$ cat config.mk
export PLATFORM = sky130hd
export DESIGN_NAME = presence_slideshow_controller_unit
export DESIGN_NICKNAME = d
export VERILOG_FILES = /design/src/rtl/psc_pkg.sv /design/src/rtl/psc_debounce.sv /design/src/rtl/psc_shake.sv /design/src/rtl/presence_slideshow_controller_unit.sv
export VERILOG_INCLUDE_DIRS = /design/src /design/src/rtl
export SDC_FILE = /design/constraint.sdc
export NUM_CORES = 1
export LEC_CHECK = 0
export ABC_CLOCK_PERIOD_IN_PS = 4300
export BUFFER_PORTS_ARGS = -buffer_cell sky130_fd_sc_hd__buf_4
export CAP_MARGIN = 20
export CELL_PAD_IN_SITES_DETAIL_PLACEMENT = 2
export CELL_PAD_IN_SITES_GLOBAL_PLACEMENT = 2
export CORE_MARGIN = 1
export CORE_UTILIZATION = 36
export DETAILED_ROUTE_END_ITERATION = 10
export PLACE_DENSITY_LB_ADDON = 0.3
export REMOVE_ABC_BUFFERS = 1
export SLEW_MARGIN = 10
export SYNTH_ARGS = -nofsm -noshare
export SYNTH_HDL_FRONTEND = slang
export SYNTH_SLANG_ARGS = --single-unit
$ cat constraint.sdc
create_clock -name clk_i -period 4.3 [get_ports clk_i]
set_input_delay 0 -clock clk_i [delete_from_list [all_inputs] [get_ports clk_i]]
set_output_delay 0 -clock clk_i [all_outputs]
set_load 0.02 [all_outputs]
$ cat src/rtl/presence_slideshow_controller_unit_macros.svh
// Assertion macros shared by the presence slideshow controller RTL.
`ifndef PRESENCE_SLIDESHOW_CONTROLLER_UNIT_MACROS_SVH
`define PRESENCE_SLIDESHOW_CONTROLLER_UNIT_MACROS_SVH

`ifndef SYNTHESIS
// Same-cycle implication, checked outside reset.
`define PSC_ASSERT_IMPLIES(lbl, pre, post) \
  lbl: assert property (@(posedge clk_i) disable iff (!rst_ni) (pre) |-> (post)) \
    else $error("assertion failed: lbl");
// Next-cycle implication, checked outside reset.
`define PSC_ASSERT_NEXT(lbl, pre, post) \
  lbl: assert property (@(posedge clk_i) disable iff (!rst_ni) (pre) |=> (post)) \
    else $error("assertion failed: lbl");
`else
`define PSC_ASSERT_IMPLIES(lbl, pre, post)
`define PSC_ASSERT_NEXT(lbl, pre, post)
`endif

`endif

$ cat src/rtl/psc_pkg.sv
// Shared types, register codes and constants of the presence slideshow controller.
package psc_pkg;

  // Upper bound on the number of images that can be cycled through
  localparam int unsigned MAX_IMAGES = 8;

  // Configuration register indexes
  typedef enum logic [2:0] {
    REG_PRESENCE_CONFIRM = 3'd0,
    REG_VACANCY_CONFIRM  = 3'd1,
    REG_HOLD_TICKS       = 3'd2,
    REG_SLIDESHOW_TICKS  = 3'd3,
    REG_IMAGE_COUNT      = 3'd4,
    REG_SHAKE_LEVEL      = 3'd5,
    REG_SHAKE_COOLDOWN   = 3'd6,
    REG_NEXT_COMMAND     = 3'd7
  } cfg_reg_e;

  // Configuration register file
  typedef struct packed {
    logic [7:0]  presence_confirm_ticks;
    logic [7:0]  vacancy_confirm_ticks;
    logic [15:0] hold_ticks;
    logic [15:0] slideshow_ticks;
    logic [3:0]  image_count;
    logic [15:0] shake_level;
    logic [15:0] shake_cooldown_ticks;
    logic [7:0]  next_command_code;
  } cfg_t;

  localparam cfg_t CfgReset = '{
    presence_confirm_ticks: 8'd5,
    vacancy_confirm_ticks:  8'd10,
    hold_ticks:             16'd2000,
    slideshow_ticks:        16'd200,
    image_count:            4'd6,
    shake_level:            16'd4000,
    shake_cooldown_ticks:   16'd80,
    next_command_code:      8'd1
  };

  // Effective image count: clamp to the supported range, zero acts like one
  function automatic logic [3:0] image_limit(input logic [3:0] cnt);
    logic [3:0] n;
    n = cnt;
    if (int'(n) > MAX_IMAGES) n = 4'(MAX_IMAGES);
    if (n > 4'd8) n = 4'd8;
    if (n == 4'd0) n = 4'd1;
    return n;
  endfunction

endpackage

$ cat src/rtl/psc_debounce.sv
// Motion sensor debouncer: saturating run counters and the stable presence flag.
module psc_debounce (
  input  logic          clk_i,
  input  logic          rst_ni,
  input  logic          en_i,
  input  logic          motion_i,
  input  logic          mode_i,
  input  logic          clr_i,
  input  psc_pkg::cfg_t cfg_i,
  output logic          stable_o
);
  import psc_pkg::*;

  logic [7:0] present_run_q, present_run_d;
  logic [7:0] absent_run_q, absent_run_d;
  logic       stable_q, stable_mid;
  logic [7:0] pres_lim, vac_lim;
  logic [8:0] pres_inc, abs_inc;

  assign pres_lim = (cfg_i.presence_confirm_ticks == 8'd0) ? 8'd1 : cfg_i.presence_confirm_ticks;
  assign vac_lim  = (cfg_i.vacancy_confirm_ticks == 8'd0) ? 8'd1 : cfg_i.vacancy_confirm_ticks;
  assign pres_inc = {1'b0, present_run_q} + 9'd1;
  assign abs_inc  = {1'b0, absent_run_q} + 9'd1;

  // Advance the run counters for this tick
  always_comb begin
    present_run_d = present_run_q;
    absent_run_d  = absent_run_q;
    stable_mid    = stable_q;
    if (motion_i) begin
      absent_run_d = '0;
      if (pres_inc >= {1'b0, pres_lim}) begin
        present_run_d = pres_lim;
        stable_mid    = 1'b1;
      end else begin
        present_run_d = pres_inc[7:0];
      end
    end else if (!mode_i) begin
      present_run_d = '0;
      if (abs_inc >= {1'b0, vac_lim}) begin
        absent_run_d = vac_lim;
        stable_mid   = 1'b0;
      end else begin
        absent_run_d = abs_inc[7:0];
      end
    end else begin
      present_run_d = '0;
    end
  end

  assign stable_o = stable_mid;

  // Hold state; drop stable presence when presence mode ends
  always_ff @(posedge clk_i or negedge rst_ni) begin
    if (!rst_ni) begin
      present_run_q <= '0;
      absent_run_q  <= '0;
      stable_q      <= 1'b0;
    end else if (en_i) begin
      present_run_q <= present_run_d;
      absent_run_q  <= clr_i ? 8'd0 : absent_run_d;
      stable_q      <= clr_i ? 1'b0 : stable_mid;
    end
  end

endmodule

$ cat src/rtl/psc_shake.sv
// Shake detector: per-axis change against a threshold, then a cooldown.
module psc_shake (
  input  logic               clk_i,
  input  logic               rst_ni,
  input  logic               en_i,
  input  logic               accel_valid_i,
  input  logic signed [15:0] accel_x_i,
  input  logic signed [15:0] accel_y_i,
  input  logic signed [15:0] accel_z_i,
  input  psc_pkg::cfg_t      cfg_i,
  output logic               fire_o
);
  import psc_pkg::*;

  logic signed [15:0] prev_x_q, prev_y_q, prev_z_q;
  logic               first_q;
  logic [15:0]        cooldown_q, cooldown_dec, cooldown_d;
  logic [16:0]        dx, dy, dz;
  logic               big;

  // Absolute difference of two samples, at most 65535
  function automatic logic [16:0] absdiff(input logic signed [15:0] a,
                                           input logic signed [15:0] b);
    logic signed [16:0] d;
    d = 17'(a) - 17'(b);
    return d[16] ? 17'(-d) : 17'(d);
  endfunction

  assign dx  = absdiff(accel_x_i, prev_x_q);
  assign dy  = absdiff(accel_y_i, prev_y_q);
  assign dz  = absdiff(accel_z_i, prev_z_q);
  assign big = (dx > {1'b0, cfg_i.shake_level}) ||
               (dy > {1'b0, cfg_i.shake_level}) ||
               (dz > {1'b0, cfg_i.shake_level});

  // Count the cooldown down on each sample, fire on a large change once it has run out
  always_comb begin
    cooldown_dec = (cooldown_q != 16'd0) ? cooldown_q - 16'd1 : cooldown_q;
    fire_o       = accel_valid_i && !first_q && big && (cooldown_dec == 16'd0);
    cooldown_d   = fire_o ? cfg_i.shake_cooldown_ticks : cooldown_dec;
  end

  // Hold the previous sample and the cooldown
  always_ff @(posedge clk_i or negedge rst_ni) begin
    if (!rst_ni) begin
      prev_x_q   <= '0;
      prev_y_q   <= '0;
      prev_z_q   <= '0;
      first_q    <= 1'b1;
      cooldown_q <= '0;
    end else if (en_i && accel_valid_i) begin
      prev_x_q   <= accel_x_i;
      prev_y_q   <= accel_y_i;
      prev_z_q   <= accel_z_i;
      first_q    <= 1'b0;
      cooldown_q <= cooldown_d;
    end
  end

endmodule

$ cat src/rtl/presence_slideshow_controller_unit.sv
// Top level of the presence slideshow controller: config, tick pipeline and mode logic.
//
// Usage:
//   Each input request is one 10 ms tick: motion bit, optional accelerometer
//   sample (accel_valid_i) and optional voice command (voice_valid_i).
//   Each tick yields exactly one result: image index, refresh flag, presence
//   mode flag and shake flag. Both channels use valid/stall; a request moves
//   on a rising edge with valid high and stall low.
//   A request accepted into the input register moves into the result register
//   and shows on the output when the output side is not stalled.
//   Throughput: one request per cycle without stalls; the whole tick update is
//   one pass of compare and counter logic between input and result register.
//   When the receiver stalls, the result register holds; an empty input
//   register still takes one request, and once it is full in_stall_o rises.
//   Reset (rst_ni low, asynchronous) empties both registers, restores all
//   configuration registers to their defaults and clears the tick state
//   (slideshow mode, image 0, no sample seen yet).
//   Configuration: cfg_we_i writes cfg_data_i to register cfg_index_i at the
//   clock edge; write only while the block is idle.
`include "presence_slideshow_controller_unit_macros.svh"

module presence_slideshow_controller_unit (
  input  logic               clk_i,
  input  logic               rst_ni,
  // configuration write port
  input  logic               cfg_we_i,
  input  psc_pkg::cfg_reg_e  cfg_index_i,
  input  logic [15:0]        cfg_data_i,
  // tick requests
  input  logic               in_valid_i,
  output logic               in_stall_o,
  input  logic               motion_present_i,
  input  logic               accel_valid_i,
  input  logic signed [15:0] accel_x_i,
  input  logic signed [15:0] accel_y_i,
  input  logic signed [15:0] accel_z_i,
  input  logic               voice_valid_i,
  input  logic [7:0]         voice_code_i,
  // results
  output logic               out_valid_o,
  input  logic               out_stall_i,
  output logic [2:0]         image_index_o,
  output logic               image_refresh_o,
  output logic               presence_mode_o,
  output logic               shake_seen_o
);
  import psc_pkg::*;

  cfg_t cfg_q;

  // input register
  logic               in_valid_q;
  logic               motion_q, accel_valid_q, voice_valid_q;
  logic signed [15:0] accel_x_q, accel_y_q, accel_z_q;
  logic [7:0]         voice_code_q;

  // result register
  logic       out_valid_q;
  logic [2:0] image_out_q;
  logic       refresh_out_q, mode_out_q, shake_out_q;

  // mode state
  logic [2:0]  image_q, image_d;
  logic [15:0] hold_q, hold_d, hold_mid;
  logic [15:0] slide_q, slide_d;
  logic        mode_q, mode_d;

  logic        in_accept, advance, load;
  logic        stable, shake, voice_next, refresh, clr;
  logic [3:0]  img_lim, img_inc;
  logic [2:0]  img_next;
  logic [15:0] slide_lim;
  logic [16:0] slide_inc;

  // Handshake: the input register moves on when the result register frees up
  assign advance    = !out_valid_q || !out_stall_i;
  assign load       = in_valid_q && advance;
  assign in_stall_o = in_valid_q && !advance;
  assign in_accept  = in_valid_i && !in_stall_o;

  // Write configuration registers
  always_ff @(posedge clk_i or negedge rst_ni) begin
    if (!rst_ni) begin
      cfg_q <= CfgReset;
    end else if (cfg_we_i) begin
      case (cfg_index_i)
        REG_PRESENCE_CONFIRM: cfg_q.presence_confirm_ticks <= cfg_data_i[7:0];
        REG_VACANCY_CONFIRM:  cfg_q.vacancy_confirm_ticks  <= cfg_data_i[7:0];
        REG_HOLD_TICKS:       cfg_q.hold_ticks             <= cfg_data_i;
        REG_SLIDESHOW_TICKS:  cfg_q.slideshow_ticks        <= cfg_data_i;
        REG_IMAGE_COUNT:      cfg_q.image_count            <= cfg_data_i[3:0];
        REG_SHAKE_LEVEL:      cfg_q.shake_level            <= cfg_data_i;
        REG_SHAKE_COOLDOWN:   cfg_q.shake_cooldown_ticks   <= cfg_data_i;
        REG_NEXT_COMMAND:     cfg_q.next_command_code      <= cfg_data_i[7:0];
        default: ;
      endcase
    end
  end

  // Capture the incoming request
  always_ff @(posedge clk_i or negedge rst_ni) begin
    if (!rst_ni) begin
      in_valid_q <= 1'b0;
    end else if (in_accept) begin
      in_valid_q <= 1'b1;
    end else if (advance) begin
      in_valid_q <= 1'b0;
    end
  end

  always_ff @(posedge clk_i) begin
    if (in_accept) begin
      motion_q      <= motion_present_i;
      accel_valid_q <= accel_valid_i;
      accel_x_q     <= accel_x_i;
      accel_y_q     <= accel_y_i;
      accel_z_q     <= accel_z_i;
      voice_valid_q <= voice_valid_i;
      voice_code_q  <= voice_code_i;
    end
  end

  psc_debounce u_debounce (
    .clk_i    (clk_i),
    .rst_ni   (rst_ni),
    .en_i     (load),
    .motion_i (motion_q),
    .mode_i   (mode_q),
    .clr_i    (clr),
    .cfg_i    (cfg_q),
    .stable_o (stable)
  );

  psc_shake u_shake (
    .clk_i         (clk_i),
    .rst_ni        (rst_ni),
    .en_i          (load),
    .accel_valid_i (accel_valid_q),
    .accel_x_i     (accel_x_q),
    .accel_y_i     (accel_y_q),
    .accel_z_i     (accel_z_q),
    .cfg_i         (cfg_q),
    .fire_o        (shake)
  );

  assign voice_next = voice_valid_q && (voice_code_q == cfg_q.next_command_code);

  // Next image with wrap at the effective image count
  assign img_lim  = image_limit(cfg_q.image_count);
  assign img_inc  = {1'b0, image_q} + 4'd1;
  assign img_next = (img_inc >= img_lim) ? 3'd0 : img_inc[2:0];

  assign slide_lim = (cfg_q.slideshow_ticks == 16'd0) ? 16'd1 : cfg_q.slideshow_ticks;
  assign slide_inc = {1'b0, slide_q} + 17'd1;
  assign hold_mid  = stable ? cfg_q.hold_ticks : hold_q - 16'd1;

  // Mode logic: presence mode, entry on stable presence, slideshow otherwise
  always_comb begin
    image_d = image_q;
    hold_d  = hold_q;
    slide_d = slide_q;
    mode_d  = mode_q;
    refresh = 1'b0;
    clr     = 1'b0;
    if (mode_q) begin
      hold_d = hold_mid;
      if (shake || voice_next) begin
        image_d = img_next;
        refresh = 1'b1;
      end
      if (hold_mid == 16'd0) begin
        mode_d  = 1'b0;
        slide_d = '0;
        clr     = 1'b1;
      end
    end else if (stable) begin
      image_d = '0;
      refresh = 1'b1;
      mode_d  = 1'b1;
      hold_d  = cfg_q.hold_ticks;
    end else if (slide_inc >= {1'b0, slide_lim}) begin
      image_d = img_next;
      refresh = 1'b1;
      slide_d = '0;
    end else begin
      slide_d = slide_inc[15:0];
    end
  end

  // Hold mode state
  always_ff @(posedge clk_i or negedge rst_ni) begin
    if (!rst_ni) begin
      image_q <= '0;
      hold_q  <= '0;
      slide_q <= '0;
      mode_q  <= 1'b0;
    end else if (load) begin
      image_q <= image_d;
      hold_q  <= hold_d;
      slide_q <= slide_d;
      mode_q  <= mode_d;
    end
  end

  // Result register
  always_ff @(posedge clk_i or negedge rst_ni) begin
    if (!rst_ni) begin
      out_valid_q <= 1'b0;
    end else if (advance) begin
      out_valid_q <= in_valid_q;
    end
  end

  always_ff @(posedge clk_i) begin
    if (load) begin
      image_out_q   <= image_d;
      refresh_out_q <= refresh;
      mode_out_q    <= mode_d;
      shake_out_q   <= shake;
    end
  end

  assign out_valid_o     = out_valid_q;
  assign image_index_o   = image_out_q;
  assign image_refresh_o = refresh_out_q;
  assign presence_mode_o = mode_out_q;
  assign shake_seen_o    = shake_out_q;

  // Checks
  `PSC_ASSERT_IMPLIES(a_stall_needs_item, in_stall_o, in_valid_q)
  `PSC_ASSERT_NEXT(a_load_fills_result, load, out_valid_q)
  `PSC_ASSERT_IMPLIES(a_entry_shows_first, load && !mode_q && mode_d, image_d == 3'd0 && refresh)
  `PSC_ASSERT_IMPLIES(a_image_change_refresh, load && (image_d != image_q), refresh)

endmodule

Word-level counts from Yosys, hierarchy flattened. Index checks and enable logic that the tools add are counted.

$add $sub $neg: 12. Magnitude comparators: 9. Equality and inequality tests: 11. Muxes and demuxes: 45. Reduce and logical (&&, ||, !) cells: 38.

Operator list (count): 16-bit 2-to-1 mux (10); 8-bit 2-to-1 mux (8); 17-bit by 16-bit greater-than comparator with 1-bit output (3); 17-bit 2-to-1 mux (3); 17-bit negation (3); 16-bit by 16-bit subtractor with 17-bit output (3); 16-bit zero test (3); 16-bit by 1-bit subtractor with 16-bit output (second input constant) (2); 2-bit AND reduction (10); 8-bit by 1-bit adder with 9-bit output (second input constant) (2); 9-bit by 8-bit >= comparator with 1-bit output (2); 16-bit by 1-bit adder with 17-bit output (second input constant) (1); 17-bit by 16-bit >= comparator with 1-bit output (1); 8-bit zero test (2); 1-bit 2-to-1 mux (16); 16-bit nonzero test (1); 3-bit 2-to-1 mux (5); 3-bit equality test (second input constant) (4); 4-bit 2-to-1 mux (3); 8-bit equality test (1); 4-bit greater-than comparator (second input constant) (2); 1-bit logical AND (8); 3-bit by 2-bit equality test with 1-bit output (second input constant) (2); 1-bit zero test (5); other kinds (11) (15).

Register bits after elaboration: 277. Input bits: 83. Output and inout port bits: 8. Logic and storage cells: 148.

Logic depth before layout (Yosys ltp).
Depth in word-level cells: 12. Depth in mapped cells: 24. Gate-level depth less buffers: 24.

By module. From an unflattened synthesis, not the netlist that was laid out.

Cells, all modules: 1922. Area total of the unflattened synthesis: 18276.3 sq um.

Modules (own cells, without submodules): presence_slideshow_controller_unit (times used 1, cells each 691, area each 8777.2 sq um); psc_shake (times used 1, cells each 1054, area each 7986.4 sq um); psc_debounce (times used 1, cells each 177, area each 1512.7 sq um).

Worst setup path before layout. OpenSTA, ideal clock, no wires.

Path type: reg-to-reg. Start point: register accel_z_q[0]. End point: register image_out_q[0] (netlist: image_index_o[0]) (data pin). Library setup time: 0.261 ns. Arrival: 4.457 ns. Required time: 4.039 ns. Slack: -0.418 ns. Stages on the path, launching flop included: 25. Buffers on the path: 2. Clock period less this slack: 4.718 ns. Cell sequence: edfxtp_1 -> inv_1 -> ha_1 -> inv_1 -> fa_1 -> a211oi_1 -> o21ai_0 -> and4_1 -> o21ai_0 -> a22oi_1 -> clkbuf_1 -> nor2_1 -> xnor2_1 -> ha_1 -> a21o_1 -> a21o_1 -> a21oi_1 -> o22ai_1 -> a2111oi_0 -> o221ai_1 -> a31o_2 -> o211ai_2 -> buf_6 -> a211o_1 -> o21ai_0.

Cells in the longest elaborated chain, start to end: 10.

Ends and longest elaborated chain: start: declaration (RTL line presence_slideshow_controller_unit.sv:54) `logic signed [15:0] accel_x_q, accel_y_q, accel_z_q;`; start signal: assignment (RTL line presence_slideshow_controller_unit.sv:117) `accel_z_q <= accel_z_i;`; 16-bit by 16-bit subtractor with 17-bit output * (RTL line psc_shake.sv:25) `d = 17'(a) - 17'(b);`; 17-bit negation (RTL line psc_shake.sv:26) `return d[16] ? 17'(-d) : 17'(d);`; 17-bit 2-to-1 mux * (RTL line psc_shake.sv:26); 17-bit by 16-bit greater-than comparator with 1-bit output * (RTL line psc_shake.sv:34) `(dz > {1'b0, cfg_i.shake_level});`; 1-bit logical OR * (RTL line psc_shake.sv:33) `(dy > {1'b0, cfg_i.shake_level}) ||`; 1-bit logical AND * (2 in series) (RTL line psc_shake.sv:39) `fire_o = accel_valid_i && !first_q && big && (cooldown_dec == 16'd0);`; 1-bit logical OR * (RTL line presence_slideshow_controller_unit.sv:167) `if (shake || voice_next) begin`; 3-bit 2-to-1 mux * (RTL line presence_slideshow_controller_unit.sv:167); 3-bit 2-to-1 mux * (RTL line presence_slideshow_controller_unit.sv:165) `if (mode_q) begin`; net image_d[0] (RTL line presence_slideshow_controller_unit.sv:63) `logic [2:0] image_q, image_d;`; end signal: assignment (RTL line presence_slideshow_controller_unit.sv:216) `image_out_q <= image_d;`; end: declaration (RTL line presence_slideshow_controller_unit.sv:59) `logic [2:0] image_out_q;`.

Mark *: on every way through the listed nets, which the timed path passes. The rest lies on a longest branch. A chain may end at the register's enable or synchronous reset.

Worst setup path after layout. Ends and elaborated chain as after synthesis.

==> results by group <==
Run status
  – Status: finished, violations left
  – Failing checks: negative setup slack

Timing
  – Hold Slack: roughly 90 ps
  – Fin crit share: 134%
  – Worst slew pin tran: between 1000 and 1500 ps
  – Slew Limit Headroom: 25.0%
  – Setup Skew: roughly 36 ps
  – Fmax: around 170 MHz
  – Final WS setup: -1460 ps
  – RSZ-0062 raised after global routing: yes
  – Pins Over Slew Limit: 0
  – Final setup fails: 24
  – Min Tclk post-route: between 5000 and 6000 ps
  – Final Hold Fails: 0

Worst setup path
  – Setup CP Type: reg2reg
  – Worst setup path start: accel_z_q[0]
  – Worst Path Required: between 4000 and 5000 ps
  – CP arrival: ~6100 ps
  – Startpoint types: flop
  – Worst path most repeated cell: buf_4
  – Family with the most delay on the worst path: compound AO/OA/AOI/OAI gates
  – Critical Path End Type: flop
  – Max incr delay on CP: around 470 ps
  – CP bufs+invs: 7
  – Critical Path Slowest Stage Cell: edfxtp_1
  – Reg2reg start: accel_z_q[0]
  – Crit path cell chain: inv_2 > ha_4 > inv_2 > fa_2 > a211oi_4 > buf_4 > o21ai_2 > and4_1 > o21ai_1 > a22oi_2 > buf_2 > buf_4 > a41oi_2 > xnor2_1 > ha_1 > nand4_1 > buf_4 > nor4_2 > o221ai_1 > a31o_2 > o211ai_4 > buf_6 > a211o_1 > o21ai_1
  – Worst Path Max Fanout: 6

Power
  – PwrDens: about 640 nW/um^2
  – Max VDD drop: between 0.3 and 0.4 mV
  – Total power: 15.3 mW
  – Leak pwr: around 11 nW

Placement
  – Place WS: -1240 ps
  – Dpl cells: about 2800
  – RePlAce Congestion: about 0.84
  – Post-DP HPWL: between 40 and 50 mm
  – PortBufs: 90

Logic synthesis
  – Top-count cell post-synth: dfrtp_1
  – Yosys top cell by area: dfrtp_1
  – Number of synthesized flops with an enable pin: between 60 and 70
  – Mapped Area: 18000 sq um
  – Post-synth ARST share: about three quarters
  – Post-synthesis compound-gate area fraction: a little under a fifth
  – Synth warn: 0
  – Cell count after synthesis: about 1900
  – Main synth FF type: dfrtp_1
  – Register area share after synthesis: 40.6%
  – Post-synthesis mux area share: under 10%
  – Post-synth top area share: between 20% and 30%
  – Post-Synth XOR/XNOR Area: 5.41%
  – Post-Synth Adder-Cell Area: between 10 and 15%
  – Unique cell type count in the Yosys netlist: 99
  – Yosys reg bits: between 200 and 300
  – Synth Area in Simple Gates: between 15 and 20%
  – Main combinational cell family by area after synthesis: compound AO/OA/AOI/OAI gates
  – Mean Syn Cell Area: about 9.5 sq um
  – Synth top area cells: dfrtp_1 (26%), edfxtp_1 (11%), ha_1 (9.8%), o21ai_0 (5.0%), mux2_2 (4.9%)
  – Post-synth top cells: dfrtp_1 (187), o21ai_0 (179), nand2_1 (176)

Global route
  – Total gr overflow: 0
  – Largest net degree at the start of global routing: between 100 and 150
  – Initial antenna violation count: 3
  – Gr usage total: 30.3%
  – Number of global-route vias before repair: ~20000
  – First-pass GRT wire length: between 100 and 150 mm

Cells and area
  – Register area: 7290 sq um
  – Util after Layout: 48.9%
  – Count of non-filler cells in the finished layout: 3007
  – Multi-input gate area: 10500 sq um
  – Share of cells above drive strength 1: about 28%
  – Max reg flops: 92
  – Area Growth Syn to Fin: 33.6%
  – Final nets: between 2000 and 3000
  – Top reg by flops: cfg_q
  – # fillers: a little over 5000

Clock network
  – Root buf cell: clkbuf_16
  – H-Tree Depth: 2
  – Clock buffer depth: 3
  – Inserted Clock Buffers: 37
  – Reg clk slew, reported paths: ~80 ps
  – Clock latency on the worst-skew pair: slightly below 600 ps
  – CTS Sinks: 277
  – TritonCTS clock tree: built

Detailed routing
  – Via count: around 18000
  – Post-route ant nets: 0
  – Wirelength, routed: between 80 and 90 mm
  – Routed WL per cell: around 29 um
  – Starting DRT DRC Count: about 1100
  – Via/cell ratio: 5.98
  – First-pass DRT Iterations: 6
  – DRC Markers: 0

Floorplanning
  – # IOs: between 90 and 100
  – Die Area: just over 50000 sq um
  – Placeable Area: just under 50000 sq um
  – Row cnt: 81
  – Die width: approximately 230 um
  – Initial Utilization: between 30% and 40%
  – Die height: roughly 230 um

Flow run
  – Max_cap viols: 0

Min path
  – Hold Path Class: in2async
metal layers:
metal | global-route usage, % | vias up | share of wire [%] | routed length [um]
met1 | 35.1 | 9267 | 39 | 33500
met2 | 55.2 | 669 | 51 | 43800
li1 | - | 7696 | - | -
met3 | 4.75 | 342 | 4.5 | 3900
met4 | 12.4 | 2 | 5.9 | 5100
met5 | 0 | - | 0.015 | 13
cell type report:
class | instances | share of cell area [%]
Multi-Input combinational cell | 1415 | 43.9
Sequential cell | 277 | 30.4
Timing Repair Buffer | 443 | 15.1
Clock buffer | 46 | 4.21
Tap cell | 664 | 3.46
Inverter | 139 | 2.18
Clock inverter | 22 | 0.793
Antenna cell | 1 | 0.0104
repair_timing:
item,CTS,global route
endpoints found under the hold margin,248,0
pin swaps,58,40
resized for setup,83,65
buffers inserted,10,15
setup endpoints to repair,27,60
hold buffers,83,0
stage by stage:
| step | TNS [ps] | instance area (sq um) |
|---|---|---|
| 4_1_cts | -17500 | 23500 |
| 3_3_place_gp | -19770 | 21100 |
| 6_report | -32600 | 24000 |
| 2_1_floorplan | -16530 | 17700 |
| 3_5_place_dp | -26770 | 21100 |
| 5_1_grt | -35390 | 24000 |
worst paths after layout:
kind                                         endpoint  slack (ps)  depth (start not counted)
max                                  image_index_o[0]       -1460                         24
min                              u_shake.prev_z_q[15]          90                          2
max reg2reg                          image_index_o[0]       -1460                         24
min reg2reg                           u_shake.first_q         500                          1
max in group asynchronous  u_debounce.absent_run_q[0]        2990                          3
min in group clk_i                      accel_z_q[12]         140                          2
power by group:
group	switching [mW]	internal (mW)	leakage, nW	total, mW
Clock	1.41	1.81	0.602	3.21
Sequential	0.618	3.26	3.21	3.88
Combinational	4.82	3.39	6.74	8.21
layout by cell type, fill, tap and decap left out, types with 20 or more instances in the layout:
cell type      count
nand3_1           52
inv_1            135
xnor2_1           58
edfxtp_1          65
mux2_2            78
xor2_1            42
a21o_1            36
ha_1             136
nor3_1            45
nand4_1           20
o21ai_0          162
dfstp_2           25
nor2_1           101
nand2_1          173
buf_4            347
nand2b_1          26
dlygate4sd3_1     83
a21oi_1           83
dfrtp_1          185
clkbuf_16         37
cell families (layout without fill, tap and decap cells):
kind of cell,count (synthesis),after routing
AOI/OAI and AO/OA,509,509
buffers and inverters,202,650
other,0,1
DFF,277,277
muxes,83,83
and+or+nand+nor,567,567
adders and majority gates,145,145
xor gates and xnor gates,111,111
No activity file was read; power rests on OpenSTA's default activity.
